$ cat config.mk
export PLATFORM = sky130hd
export DESIGN_NAME = packet_driven_step_rate_generator
export DESIGN_NICKNAME = d
export VERILOG_FILES = /design/src/hdl/pdsrg_pkg.sv /design/src/hdl/packet_driven_step_rate_generator.sv
export SDC_FILE = /design/constraint.sdc
export NUM_CORES = 2
export LEC_CHECK = 0
export BUFFER_PORTS_ARGS = -buffer_cell sky130_fd_sc_hd__buf_2
export CORE_MARGIN = 4
export CORE_UTILIZATION = 35
export CTS_CLUSTER_SIZE = 30
export DETAILED_ROUTE_END_ITERATION = 10
export SYNTH_ARGS = -nofsm -noshare
export SYNTH_HDL_FRONTEND = slang
export SYNTH_SLANG_ARGS = --single-unit
$ cat constraint.sdc
create_clock -name clock -period 7.4 [get_ports clock]
set_clock_uncertainty 0.05 [all_clocks]
set_input_delay 1.11 -clock clock [delete_from_list [all_inputs] [get_ports clock]]
set_output_delay 1.11 -clock clock [all_outputs]
set_load 0.05 [all_outputs]
$ cat src/hdl/pdsrg_pkg.sv
// ----------------------------------------------------------------------------
// pdsrg_pkg
// Shared types and constants of the packet driven step rate generator: the
// request and response payloads, register indexes and frame status codes.
// ----------------------------------------------------------------------------
package pdsrg_pkg;

   // Field and register widths.
   localparam int MAX_SPEED_W = 16;
   localparam int TICK_RATE_W = 24;
   localparam int TIMEOUT_W   = 30;
   localparam int CSR_DATA_W  = 30;
   localparam int CSR_INDEX_W = 2;
   localparam int POS_W       = 32;
   localparam int SPEED_W     = 32;
   localparam int OUT_AXES    = 3;
   localparam int DIV_CNT_W   = $clog2(TICK_RATE_W);

   // Register indexes on the write port.
   localparam logic [CSR_INDEX_W-1:0] CSR_MAX_SPEED = 2'd0;
   localparam logic [CSR_INDEX_W-1:0] CSR_TICK_RATE = 2'd1;
   localparam logic [CSR_INDEX_W-1:0] CSR_TIMEOUT   = 2'd2;

   // Register reset values.
   localparam logic [MAX_SPEED_W-1:0] MAX_SPEED_RST = 16'd15000;
   localparam logic [TICK_RATE_W-1:0] TICK_RATE_RST = 24'd656250;
   localparam logic [TIMEOUT_W-1:0]   TIMEOUT_RST   = 30'd328125000;

   // Frame format.
   localparam logic [7:0]  START_BYTE = 8'h7E;
   localparam logic [31:0] END_MARKER = 32'h7FFF_FFFF;

   // Step period after reset, before saturation to the period width.
   localparam longint unsigned RESET_PERIOD = 64'd100000;

   // Request kinds.
   localparam logic REQ_BYTE = 1'b0;
   localparam logic REQ_TICK = 1'b1;

   // Frame status codes.
   localparam logic [1:0] FRAME_NONE     = 2'd0;
   localparam logic [1:0] FRAME_ACCEPTED = 2'd1;
   localparam logic [1:0] FRAME_BAD_END  = 2'd2;
   localparam logic [1:0] FRAME_DROPPED  = 2'd3;

   typedef struct packed {
      logic       req_type;
      logic [7:0] rx_byte;
   } req_data_type;

   typedef struct packed {
      logic [2:0]              step_pulses;
      logic [2:0]              direction_bits;
      logic                    drives_enabled;
      logic [2:0]              running_bits;
      logic [1:0]              frame_status;
      logic signed [POS_W-1:0] position_axis1;
      logic signed [POS_W-1:0] position_axis2;
      logic signed [POS_W-1:0] position_axis3;
   } rsp_data_type;

endpackage

$ cat src/hdl/packet_driven_step_rate_generator.sv
// A byte request goes from idle straight to the finishing state; a tick passes through
// the tick state first. The byte that completes a good frame runs, per commanded axis,
// through prep, the bit-serial divider (one quotient bit per cycle) and write; a zero-speed axis only through prep.
// Requests are taken one at a time: none is accepted until the last response is loaded.
// Reset is synchronous; all control state and configuration registers return to their
// defaults at once, with no clearing pass.
// ----------------------------------------------------------------------------
// packet_driven_step_rate_generator
// Parses speed frames from a serial byte stream, converts each axis speed to a
// step period with a shared bit-serial divider and generates step pulses on
// timer ticks, with a watchdog that stops all axes when frames stop coming.
// ----------------------------------------------------------------------------
module packet_driven_step_rate_generator #(
   parameter int NUM_AXES      = 3,
   parameter int PAYLOAD_BYTES = 12,
   parameter int PERIOD_WIDTH  = 24
) (
   input  logic                                    clock,
   input  logic                                    reset,
   input  logic                                    csr_we,
   input  logic [pdsrg_pkg::CSR_INDEX_W-1:0]       csr_index,
   input  logic [pdsrg_pkg::CSR_DATA_W-1:0]        csr_wdata,
   input  logic                                    req_valid,
   output logic                                    req_stall,
   input  pdsrg_pkg::req_data_type                 req_data,
   output logic                                    rsp_valid,
   input  logic                                    rsp_stall,
   output pdsrg_pkg::rsp_data_type                 rsp_data
);

   localparam int PAYLOAD_W = 8 * PAYLOAD_BYTES;
   localparam int CNT_W     = $clog2(PAYLOAD_BYTES);
   localparam int CMD_AXES  = (NUM_AXES < PAYLOAD_BYTES / 4) ? NUM_AXES : PAYLOAD_BYTES / 4;
   localparam int AXIS_W    = (CMD_AXES > 1) ? $clog2(CMD_AXES) : 1;
   localparam int QUO_EXT_W = (PERIOD_WIDTH > pdsrg_pkg::TICK_RATE_W) ?
                              PERIOD_WIDTH : pdsrg_pkg::TICK_RATE_W;
   localparam longint unsigned PERIOD_MAX_L = (64'd1 << PERIOD_WIDTH) - 64'd1;
   localparam longint unsigned RESET_PER_L  = (pdsrg_pkg::RESET_PERIOD > PERIOD_MAX_L) ?
                                              PERIOD_MAX_L : pdsrg_pkg::RESET_PERIOD;
   localparam logic [PERIOD_WIDTH-1:0] RESET_PER = PERIOD_WIDTH'(RESET_PER_L);
   localparam logic [QUO_EXT_W-1:0]    PER_MAX_EXT = QUO_EXT_W'(PERIOD_MAX_L);
   localparam logic [pdsrg_pkg::TIMEOUT_W-1:0] ELAPSED_MAX = '1;

   typedef enum logic [5:0] {
      ST_IDLE   = 6'b000001,
      ST_TICK   = 6'b000010,
      ST_PREP   = 6'b000100,
      ST_DIV    = 6'b001000,
      ST_WRITE  = 6'b010000,
      ST_FINISH = 6'b100000
   } state_type;

   typedef enum logic [2:0] {
      PH_WAIT = 3'b001,
      PH_LOAD = 3'b010,
      PH_END  = 3'b100
   } phase_type;

   // Configuration registers.
   logic [pdsrg_pkg::MAX_SPEED_W-1:0] max_speed_ff, max_speed_in;
   logic [pdsrg_pkg::TICK_RATE_W-1:0] tick_rate_ff, tick_rate_in;
   logic [pdsrg_pkg::TIMEOUT_W-1:0]   timeout_ff, timeout_in;

   // Control and parser state.
   state_type                state_ff, state_in;
   phase_type                phase_ff, phase_in;
   logic [CNT_W-1:0]         byte_cnt_ff, byte_cnt_in;
   logic                     end_ok_ff, end_ok_in;
   logic [PAYLOAD_W-1:0]     payload_ff, payload_in;

   // Axis state.
   logic [pdsrg_pkg::POS_W-1:0] pos_ff [NUM_AXES];
   logic [pdsrg_pkg::POS_W-1:0] pos_in [NUM_AXES];
   logic [PERIOD_WIDTH-1:0]     period_ff [NUM_AXES];
   logic [PERIOD_WIDTH-1:0]     period_in [NUM_AXES];
   logic [PERIOD_WIDTH-1:0]     count_ff [NUM_AXES];
   logic [PERIOD_WIDTH-1:0]     count_in [NUM_AXES];
   logic [PERIOD_WIDTH-1:0]     count_inc [NUM_AXES];
   logic [NUM_AXES-1:0]         move_ff, move_in;
   logic [NUM_AXES-1:0]         fwd_ff, fwd_in;
   logic [NUM_AXES-1:0]         run_ff, run_in;
   logic                        drive_ff, drive_in;
   logic [pdsrg_pkg::TIMEOUT_W-1:0] elapsed_ff, elapsed_in;

   // Result being assembled.
   logic [1:0]               status_ff, status_in;
   logic [NUM_AXES-1:0]      pulses_ff, pulses_in;

   // Command sequencing and bit-serial divider.
   logic [AXIS_W-1:0]                  axis_idx_ff, axis_idx_in;
   logic [pdsrg_pkg::MAX_SPEED_W-1:0]  divisor_ff, divisor_in;
   logic [pdsrg_pkg::MAX_SPEED_W-1:0]  rem_ff, rem_in;
   logic [pdsrg_pkg::TICK_RATE_W-1:0]  quo_ff, quo_in;
   logic [pdsrg_pkg::DIV_CNT_W-1:0]    div_cnt_ff, div_cnt_in;

   // Response register.
   logic                     rsp_valid_ff, rsp_valid_in;
   pdsrg_pkg::rsp_data_type  rsp_data_ff, rsp_data_in;

   // Helpers.
   logic                     req_fire;
   logic                     rsp_load;
   logic [1:0]               exp_sel;
   logic [7:0]               end_expect;
   logic                     end_match;
   logic [pdsrg_pkg::TIMEOUT_W-1:0] elapsed_inc;
   logic [pdsrg_pkg::SPEED_W-1:0]   raw_speed;
   logic [pdsrg_pkg::SPEED_W-1:0]   raw_mag;
   logic                     raw_neg;
   logic                     raw_nz;
   logic [pdsrg_pkg::MAX_SPEED_W-1:0] speed_lim;
   logic [pdsrg_pkg::MAX_SPEED_W-1:0] cmd_divisor;
   logic [pdsrg_pkg::MAX_SPEED_W:0]   div_trial;
   logic [pdsrg_pkg::MAX_SPEED_W:0]   div_diff;
   logic                     q_bit;
   logic [QUO_EXT_W-1:0]     quo_ext;
   logic [PERIOD_WIDTH-1:0]  period_sat;
   logic                     last_axis;
   logic [2:0]               out_dir;
   logic [2:0]               out_run;
   logic [2:0]               out_pulse;
   logic [pdsrg_pkg::POS_W-1:0] out_pos [pdsrg_pkg::OUT_AXES];

   assign req_stall = (state_ff != ST_IDLE);
   assign req_fire  = req_valid && !req_stall;
   assign rsp_load  = (state_ff == ST_FINISH) && (!rsp_valid_ff || !rsp_stall);

   // End marker byte expected at the current position.
   assign exp_sel    = 2'd3 - byte_cnt_ff[1:0];
   assign end_expect = 8'(pdsrg_pkg::END_MARKER >> {exp_sel, 3'b000});
   assign end_match  = (req_data.rx_byte == end_expect);

   // Watchdog count, saturating.
   assign elapsed_inc = (elapsed_ff == ELAPSED_MAX) ? elapsed_ff : elapsed_ff + 1'b1;

   // Speed of the axis being commanded sits in the top word of the payload.
   assign raw_speed   = payload_ff[PAYLOAD_W-1 -: pdsrg_pkg::SPEED_W];
   assign raw_neg     = raw_speed[pdsrg_pkg::SPEED_W-1];
   assign raw_nz      = |raw_speed;
   assign raw_mag     = raw_neg ? (pdsrg_pkg::SPEED_W'(0) - raw_speed) : raw_speed;
   assign speed_lim   = (max_speed_ff == '0) ? pdsrg_pkg::MAX_SPEED_W'(1) : max_speed_ff;
   assign cmd_divisor = (raw_mag > pdsrg_pkg::SPEED_W'(speed_lim)) ?
                        speed_lim : raw_mag[pdsrg_pkg::MAX_SPEED_W-1:0];

   // One restoring division step: the remainder stays below the divisor.
   assign div_trial = {rem_ff, quo_ff[pdsrg_pkg::TICK_RATE_W-1]};
   assign div_diff  = div_trial - {1'b0, divisor_ff};
   assign q_bit     = !div_diff[pdsrg_pkg::MAX_SPEED_W];

   // Quotient saturated to the period width.
   assign quo_ext    = QUO_EXT_W'(quo_ff);
   assign period_sat = PERIOD_WIDTH'((quo_ext > PER_MAX_EXT) ? PER_MAX_EXT : quo_ext);

   assign last_axis = (axis_idx_ff == AXIS_W'(CMD_AXES - 1));

   // Per-axis tick counter increment, wrapping at the period width.
   for (genvar g = 0; g < NUM_AXES; g++) begin : g_inc
      assign count_inc[g] = count_ff[g] + 1'b1;
   end

   // Axes shown in the response; missing axes read as zero.
   for (genvar g = 0; g < pdsrg_pkg::OUT_AXES; g++) begin : g_out
      if (g < NUM_AXES) begin : g_have
         assign out_dir[g]   = move_ff[g] & fwd_ff[g];
         assign out_run[g]   = run_ff[g];
         assign out_pulse[g] = pulses_ff[g];
         assign out_pos[g]   = pos_ff[g];
      end else begin : g_none
         assign out_dir[g]   = 1'b0;
         assign out_run[g]   = 1'b0;
         assign out_pulse[g] = 1'b0;
         assign out_pos[g]   = '0;
      end
   end

   // Configuration writes.
   always_comb begin
      max_speed_in = max_speed_ff;
      tick_rate_in = tick_rate_ff;
      timeout_in   = timeout_ff;
      if (csr_we) begin
         case (csr_index)
            pdsrg_pkg::CSR_MAX_SPEED: begin
               max_speed_in = csr_wdata[pdsrg_pkg::MAX_SPEED_W-1:0];
            end
            pdsrg_pkg::CSR_TICK_RATE: begin
               tick_rate_in = csr_wdata[pdsrg_pkg::TICK_RATE_W-1:0];
            end
            pdsrg_pkg::CSR_TIMEOUT: begin
               timeout_in = csr_wdata[pdsrg_pkg::TIMEOUT_W-1:0];
            end
            default: begin
            end
         endcase
      end
   end

   // Main sequencer: parser, tick processing, axis command and divider.
   always_comb begin
      state_in    = state_ff;
      phase_in    = phase_ff;
      byte_cnt_in = byte_cnt_ff;
      end_ok_in   = end_ok_ff;
      payload_in  = payload_ff;
      pos_in      = pos_ff;
      period_in   = period_ff;
      count_in    = count_ff;
      move_in     = move_ff;
      fwd_in      = fwd_ff;
      run_in      = run_ff;
      drive_in    = drive_ff;
      elapsed_in  = elapsed_ff;
      status_in   = status_ff;
      pulses_in   = pulses_ff;
      axis_idx_in = axis_idx_ff;
      divisor_in  = divisor_ff;
      rem_in      = rem_ff;
      quo_in      = quo_ff;
      div_cnt_in  = div_cnt_ff;

      case (state_ff)
         ST_IDLE: begin
            if (req_fire && req_data.req_type == pdsrg_pkg::REQ_TICK) begin
               // Watchdog first; a timeout stops every axis before counting.
               status_in  = pdsrg_pkg::FRAME_NONE;
               elapsed_in = elapsed_inc;
               if (elapsed_inc > timeout_ff) begin
                  run_in   = '0;
                  drive_in = 1'b0;
               end
               state_in = ST_TICK;
            end else if (req_fire) begin
               status_in = pdsrg_pkg::FRAME_NONE;
               pulses_in = '0;
               state_in  = ST_FINISH;
               case (phase_ff)
                  PH_LOAD: begin
                     payload_in = {payload_ff[PAYLOAD_W-9:0], req_data.rx_byte};
                     if (byte_cnt_ff == CNT_W'(PAYLOAD_BYTES - 1)) begin
                        phase_in    = PH_END;
                        byte_cnt_in = '0;
                        end_ok_in   = 1'b1;
                     end else begin
                        byte_cnt_in = byte_cnt_ff + 1'b1;
                     end
                  end
                  PH_END: begin
                     end_ok_in = end_ok_ff & end_match;
                     if (byte_cnt_ff == CNT_W'(3)) begin
                        phase_in    = PH_WAIT;
                        byte_cnt_in = '0;
                        if (end_ok_ff & end_match) begin
                           // Good frame: command the axes one after another.
                           status_in   = pdsrg_pkg::FRAME_ACCEPTED;
                           drive_in    = 1'b1;
                           elapsed_in  = '0;
                           axis_idx_in = '0;
                           state_in    = ST_PREP;
                        end else begin
                           status_in = pdsrg_pkg::FRAME_BAD_END;
                        end
                     end else begin
                        byte_cnt_in = byte_cnt_ff + 1'b1;
                     end
                  end
                  default: begin
                     byte_cnt_in = '0;
                     if (req_data.rx_byte == pdsrg_pkg::START_BYTE) begin
                        phase_in = PH_LOAD;
                     end else begin
                        phase_in  = PH_WAIT;
                        status_in = pdsrg_pkg::FRAME_DROPPED;
                     end
                  end
               endcase
            end
         end

         ST_TICK: begin
            // Every running axis counts; reaching the period gives a step.
            pulses_in = '0;
            for (int k = 0; k < NUM_AXES; k++) begin
               if (run_ff[k]) begin
                  if (count_inc[k] >= period_ff[k]) begin
                     count_in[k]  = '0;
                     pulses_in[k] = 1'b1;
                     if (move_ff[k]) begin
                        pos_in[k] = fwd_ff[k] ? pos_ff[k] + 1'b1 : pos_ff[k] - 1'b1;
                     end
                  end else begin
                     count_in[k] = count_inc[k];
                  end
               end
            end
            state_in = ST_FINISH;
         end

         ST_PREP: begin
            // Direction is recorded for every commanded axis.
            for (int k = 0; k < NUM_AXES; k++) begin
               if (k < CMD_AXES && axis_idx_ff == AXIS_W'(k)) begin
                  move_in[k] = 1'b1;
                  fwd_in[k]  = !raw_neg && raw_nz;
                  if (!raw_nz) begin
                     run_in[k] = 1'b0;
                  end
               end
            end
            if (raw_nz) begin
               divisor_in = cmd_divisor;
               rem_in     = '0;
               quo_in     = tick_rate_ff;
               div_cnt_in = '0;
               state_in   = ST_DIV;
            end else begin
               payload_in = payload_ff << pdsrg_pkg::SPEED_W;
               if (last_axis) begin
                  state_in = ST_FINISH;
               end else begin
                  axis_idx_in = axis_idx_ff + 1'b1;
                  state_in    = ST_PREP;
               end
            end
         end

         ST_DIV: begin
            // One quotient bit per cycle, dividend bits shifting out on top.
            rem_in     = q_bit ? div_diff[pdsrg_pkg::MAX_SPEED_W-1:0] :
                                 div_trial[pdsrg_pkg::MAX_SPEED_W-1:0];
            quo_in     = {quo_ff[pdsrg_pkg::TICK_RATE_W-2:0], q_bit};
            div_cnt_in = div_cnt_ff + 1'b1;
            if (div_cnt_ff == pdsrg_pkg::DIV_CNT_W'(pdsrg_pkg::TICK_RATE_W - 1)) begin
               state_in = ST_WRITE;
            end
         end

         ST_WRITE: begin
            for (int k = 0; k < NUM_AXES; k++) begin
               if (k < CMD_AXES && axis_idx_ff == AXIS_W'(k)) begin
                  period_in[k] = period_sat;
                  count_in[k]  = '0;
                  run_in[k]    = 1'b1;
               end
            end
            payload_in = payload_ff << pdsrg_pkg::SPEED_W;
            if (last_axis) begin
               state_in = ST_FINISH;
            end else begin
               axis_idx_in = axis_idx_ff + 1'b1;
               state_in    = ST_PREP;
            end
         end

         ST_FINISH: begin
            if (rsp_load) begin
               state_in = ST_IDLE;
            end
         end

         default: begin
            state_in = ST_IDLE;
         end
      endcase
   end

   // Response register: holds a finished request until it is taken.
   always_comb begin
      rsp_valid_in = rsp_valid_ff;
      rsp_data_in  = rsp_data_ff;
      if (rsp_load) begin
         rsp_valid_in               = 1'b1;
         rsp_data_in.step_pulses    = out_pulse;
         rsp_data_in.direction_bits = out_dir;
         rsp_data_in.drives_enabled = drive_ff;
         rsp_data_in.running_bits   = out_run;
         rsp_data_in.frame_status   = status_ff;
         rsp_data_in.position_axis1 = out_pos[0];
         rsp_data_in.position_axis2 = out_pos[1];
         rsp_data_in.position_axis3 = out_pos[2];
      end else if (rsp_valid_ff && !rsp_stall) begin
         rsp_valid_in = 1'b0;
      end
   end

   assign rsp_valid = rsp_valid_ff;
   assign rsp_data  = rsp_data_ff;

   // Control state with reset.
   always_ff @(posedge clock) begin
      if (reset) begin
         max_speed_ff <= pdsrg_pkg::MAX_SPEED_RST;
         tick_rate_ff <= pdsrg_pkg::TICK_RATE_RST;
         timeout_ff   <= pdsrg_pkg::TIMEOUT_RST;
         state_ff     <= ST_IDLE;
         phase_ff     <= PH_WAIT;
         byte_cnt_ff  <= '0;
         end_ok_ff    <= 1'b1;
         for (int k = 0; k < NUM_AXES; k++) begin
            pos_ff[k]    <= '0;
            period_ff[k] <= RESET_PER;
            count_ff[k]  <= '0;
         end
         move_ff      <= '0;
         fwd_ff       <= '0;
         run_ff       <= '1;
         drive_ff     <= 1'b1;
         elapsed_ff   <= '0;
         rsp_valid_ff <= 1'b0;
      end else begin
         max_speed_ff <= max_speed_in;
         tick_rate_ff <= tick_rate_in;
         timeout_ff   <= timeout_in;
         state_ff     <= state_in;
         phase_ff     <= phase_in;
         byte_cnt_ff  <= byte_cnt_in;
         end_ok_ff    <= end_ok_in;
         pos_ff       <= pos_in;
         period_ff    <= period_in;
         count_ff     <= count_in;
         move_ff      <= move_in;
         fwd_ff       <= fwd_in;
         run_ff       <= run_in;
         drive_ff     <= drive_in;
         elapsed_ff   <= elapsed_in;
         rsp_valid_ff <= rsp_valid_in;
      end
   end

   // Datapath registers without reset.
   always_ff @(posedge clock) begin
      payload_ff  <= payload_in;
      status_ff   <= status_in;
      pulses_ff   <= pulses_in;
      axis_idx_ff <= axis_idx_in;
      divisor_ff  <= divisor_in;
      rem_ff      <= rem_in;
      quo_ff      <= quo_in;
      div_cnt_ff  <= div_cnt_in;
      rsp_data_ff <= rsp_data_in;
   end

`ifndef SYNTHESIS
   // A response only appears out of the finishing state.
   a_rsp_from_finish: assert property (@(posedge clock) disable iff (reset)
      $rose(rsp_valid_ff) |-> $past(state_ff == ST_FINISH))
      else $error("response raised outside the finishing state");

   // With the drives disabled no axis may run.
   a_stop_on_disable: assert property (@(posedge clock) disable iff (reset)
      !drive_ff |-> (run_ff == '0))
      else $error("axis running while drives are disabled");

   // An accepted frame always reports enabled drives.
   a_accept_enables: assert property (@(posedge clock) disable iff (reset)
      (rsp_valid_ff && rsp_data_ff.frame_status == pdsrg_pkg::FRAME_ACCEPTED)
      |-> rsp_data_ff.drives_enabled)
      else $error("accepted frame without enabled drives");

   // Step pulses only come with tick responses, which carry no frame status.
   a_pulse_no_status: assert property (@(posedge clock) disable iff (reset)
      (rsp_valid_ff && rsp_data_ff.step_pulses != 3'd0)
      |-> (rsp_data_ff.frame_status == pdsrg_pkg::FRAME_NONE))
      else $error("step pulses reported with a frame status");
`endif

endmodule

==> flow_summary.json <==
{
  "cts_setup_buffers": 0,
  "synth_nets": 4054,
  "wl_per_cell_microns": 16.4,
  "worst_slew_pin_slew_ns": 1.19,
  "critPathArrivalTime_ns": 6.48,
  "grt_pass1_vias": 25390,
  "initial_core_util": 0.353,
  "dieArea_sq_um": 102000,
  "clk_latency_ns": 0.64,
  "hold_viol_final": 0,
  "drt-total-wl_mm": 85.4,
  "slowest_delay_ns": 0.83,
  "cts-root-buf": "clkbuf_16",
  "rsz0062_at_grt": "false",
  "synth_edf_count": 272,
  "port_buffers": 155,
  "synth.avg_cell_area_sq_um": 9.04,
  "yosys_warnings": 0,
  "finalSetupViolCount": 0,
  "synthCells": 3769,
  "crit_slowest_cell": "nand4_1",
  "crit_start": "count_ff[24]$_SDFFE_PP0P_",
  "drc": 0,
  "nets": 4154,
  "peakVddDrop_mv": 0.148,
  "clock_path_buffers": 3,
  "maxCapViolations": 0,
  "relSlewSlack": 0.208,
  "r2r_setup_slack_ns": 1.40,
  "track_usage": 0.162,
  "cts_hold_buf": 0,
  "seq_area_frac_synth": 0.454,
  "period_minus_slack_ns": 6.00,
  "finalPower_uw": 7960,
  "finalWeightedCongestion": 0.855,
  "min_path_type": "register to register",
  "grt_overflow_total": 0,
  "min-delay-start": "out_pulse[1]$_SDFFCE_PN0P_",
  "crit_chain": "ha_1 -> and3_1 -> and3_1 -> and3_1 -> and3_1 -> nor3b_1 -> nand4_1 -> xnor2_1 -> ha_1 -> nand4_1 -> nor2_1 -> o2111ai_1 -> o2111ai_1 -> nand4_1 -> nor4_1 -> mux2i_1 -> nand2_1 -> mux2_2",
  "post-route-period-util": 0.811,
  "drtIter0Drc": 2022,
  "worstSetupPathType": "register to register",
  "reg2regPathDepth": 18,
  "p_leak_uw": 0.0160,
  "cp_common_cell": "and3_1",
  "synth_seq_cells": 637,
  "synth_flop_cell": "dfxtp_1",
  "cts_resized": 0,
  "finalSetupTns_ns": 0,
  "ios": 156,
  "cts_tree": "done",
  "die_width_microns": 320,
  "fmax_ghz": 0.167,
  "syn2layout_area_growth_pct": 13.7,
  "crit_fanout": 19,
  "reg2reg_from": "count_ff[24]$_SDFFE_PP0P_",
  "die_y_microns": 320,
  "numCtsBuffers": 75,
  "whs_path_depth": 0,
  "grt_start_max_net_pins": 97,
  "worstSetupStartpointType": "register",
  "fillers": 9580,
  "clk_pin_slew_ns": 0.06,
  "antenna_left": 0,
  "grt_pass1_wl_mm": 136,
  "rows": 114,
  "cts_sinks": 637,
  "utilization": 0.401,
  "status": "completed",
  "p_per_area_nw_per_um2": 206,
  "cp.required_ns": 7.88,
  "synthArstFlopShare": 0,
  "final_max_slew_viol_count": 0,
  "via_per_inst": 5.14,
  "htree_levels": 3,
  "antenna_found_initial": 3,
  "post-dp-hpwl_mm": 59.1,
  "multi_input_area_sq_um": 17400,
  "routed-via-count": 26756,
  "seqCellArea_sq_um": 15500,
  "core_area_sq_um": 96600,
  "ys_types": 75,
  "layout-drive-gt1-share": 0.0883,
  "syn-cell-area_sq_um": 34100,
  "end_kind": "register",
  "drtPass1Iterations": 5
}
## area by class of cell
class,count,area share
antenna,2,0.000129
inverter,183,0.0177
sequential,637,0.400
clock inverter,39,0.0122
clock buffer,99,0.0543
timing repair buffer,187,0.0268
multi-input combinational,2785,0.448
tap,1276,0.0412
## layout by cell type, fill, tap and decap left out, drive strengths merged, types with 20 or more instances in the layout
cell	netlist	layout
o21a	22	22
nor3	33	33
inv	183	186
nor2	296	296
nand3	88	88
a22oi	52	52
nor2b	24	24
nand2b	27	27
o31ai	25	25
buf	12	187
mux2i	52	52
o211ai	51	51
a211oi	29	29
nand2	709	709
xor2	83	83
clkbuf	152	99
and3	41	41
o21ai	125	125
a21oi	317	317
nand4	50	50
dfxtp	365	365
edfxtp	272	272
xnor2	126	126
mux2	20	20
ha	235	235
nand3b	20	20
clkinv	0	25
and2	57	57
a21o	103	103
## cells by family (layout without fill, tap and decap cells)
kind of cell               count (synthesis)  after routing  share of synthesized area
and+or+nand+nor                         1428           1428                      0.188
AOI/OAI and AO/OA                        837            837                      0.154
DFF                                      637            637                      0.454
buffers and inverters                    347            508                     0.0385
adders and majority gates                239            239                     0.0886
xor gates and xnor gates                 209            209                     0.0537
muxes                                     72             72                     0.0230
other                                      0              2                          0
## cell usage after synthesis (all sizes together), types with 6 or more instances
cell / number / area (sq um)
nand2: 709 / 2660
dfxtp: 365 / 7310
a21oi: 317 / 1590
nor2: 296 / 1110
edfxtp: 272 / 8170
ha: 235 / 2940
inv: 183 / 687
clkbuf: 152 / 572
xnor2: 126 / 1100
o21ai: 125 / 626
a21o: 103 / 773
nand3: 88 / 440
xor2: 83 / 727
and2: 57 / 357
a22oi: 52 / 390
mux2i: 52 / 521
o211ai: 51 / 383
nand4: 50 / 313
and3: 41 / 257
nor3: 33 / 170
a211oi: 29 / 218
nand2b: 27 / 169
o31ai: 25 / 188
nor2b: 24 / 150
o21a: 22 / 165
mux2: 20 / 263
nand3b: 20 / 150
nor4: 19 / 134
o21bai: 18 / 135
a31oi: 16 / 100
or3: 13 / 81.3
buf: 12 / 52.6
or2: 10 / 62.6
and4: 9 / 78.8
nor3b: 8 / 60.1
a21boi: 7 / 52.6
a22o: 7 / 61.3
a41oi: 7 / 61.3
o22ai: 7 / 43.8
or4: 7 / 60.1
a311oi: 6 / 52.6
nor4b: 6 / 52.6
## path summary, 6_finish.rpt
check	end
hold / removal	rsp_data[106]$_DFFE_PP_
setup / recovery	out_pos[63]$_SDFFE_PP0P_
setup reg to reg	out_pos[63]$_SDFFE_PP0P_
hold reg to reg	rsp_data[106]$_DFFE_PP_
## state kept, by name (all words and copies together) (netlist names), 4 cells and up
register / count
timeout_ff: 30
div_cnt_ff: 5
max_speed_ff: 16
period_ff: 72
quo_ext: 24
state_ff: 6
rem_ff: 16
divisor_ff: 16
payload_ff: 96
byte_cnt_ff: 4
rsp_data: 108
count_ff: 72
out_pos: 96
elapsed_ff: 30
tick_rate_ff: 24
## worst max-delay path: cells and delay by family (launching register included)
| kind | cells | cell delay (ns) |
|---|---|---|
| adders and majority gates | 2 | 0.54 |
| xor gates and xnor gates | 1 | 0.20 |
| muxes | 2 | 0.44 |
| AOI/OAI and AO/OA | 2 | 0.67 |
| and+or+nand+nor | 11 | 3.58 |
| DFF | 1 | 0.41 |
## power breakdown
group	internal (uW)	switching, uW
Sequential	3700	28.4
Combinational	88.4	276
Clock	2350	1520
Total	6140	1820
## metrics by stage
step / hold slack [ns] / instance area (sq um) / instances / setup WS, ns
after floorplan: 0.350 / 34100 / 3769 / 0.401
after global placement: 0.355 / 36200 / 5068 / 1.45
after CTS: 0.355 / 38700 / 5206 / 1.35
after global routing: 0.365 / 38700 / 5206 / 0.834
after detailed placement: 0.355 / 36200 / 5068 / 1.39
final: 0.355 / 38700 / 5208 / 1.40
## metal layers
layer	vias to the layer above	wire length, microns	global-route usage
met2	495	37600	0.253
met1	12663	41700	0.230
met5	-	0	0
met3	94	4700	0.0313
li1	13504	-	-
met4	0	1350	0.0392
Note: power is estimated with default switching activity, not from simulation.
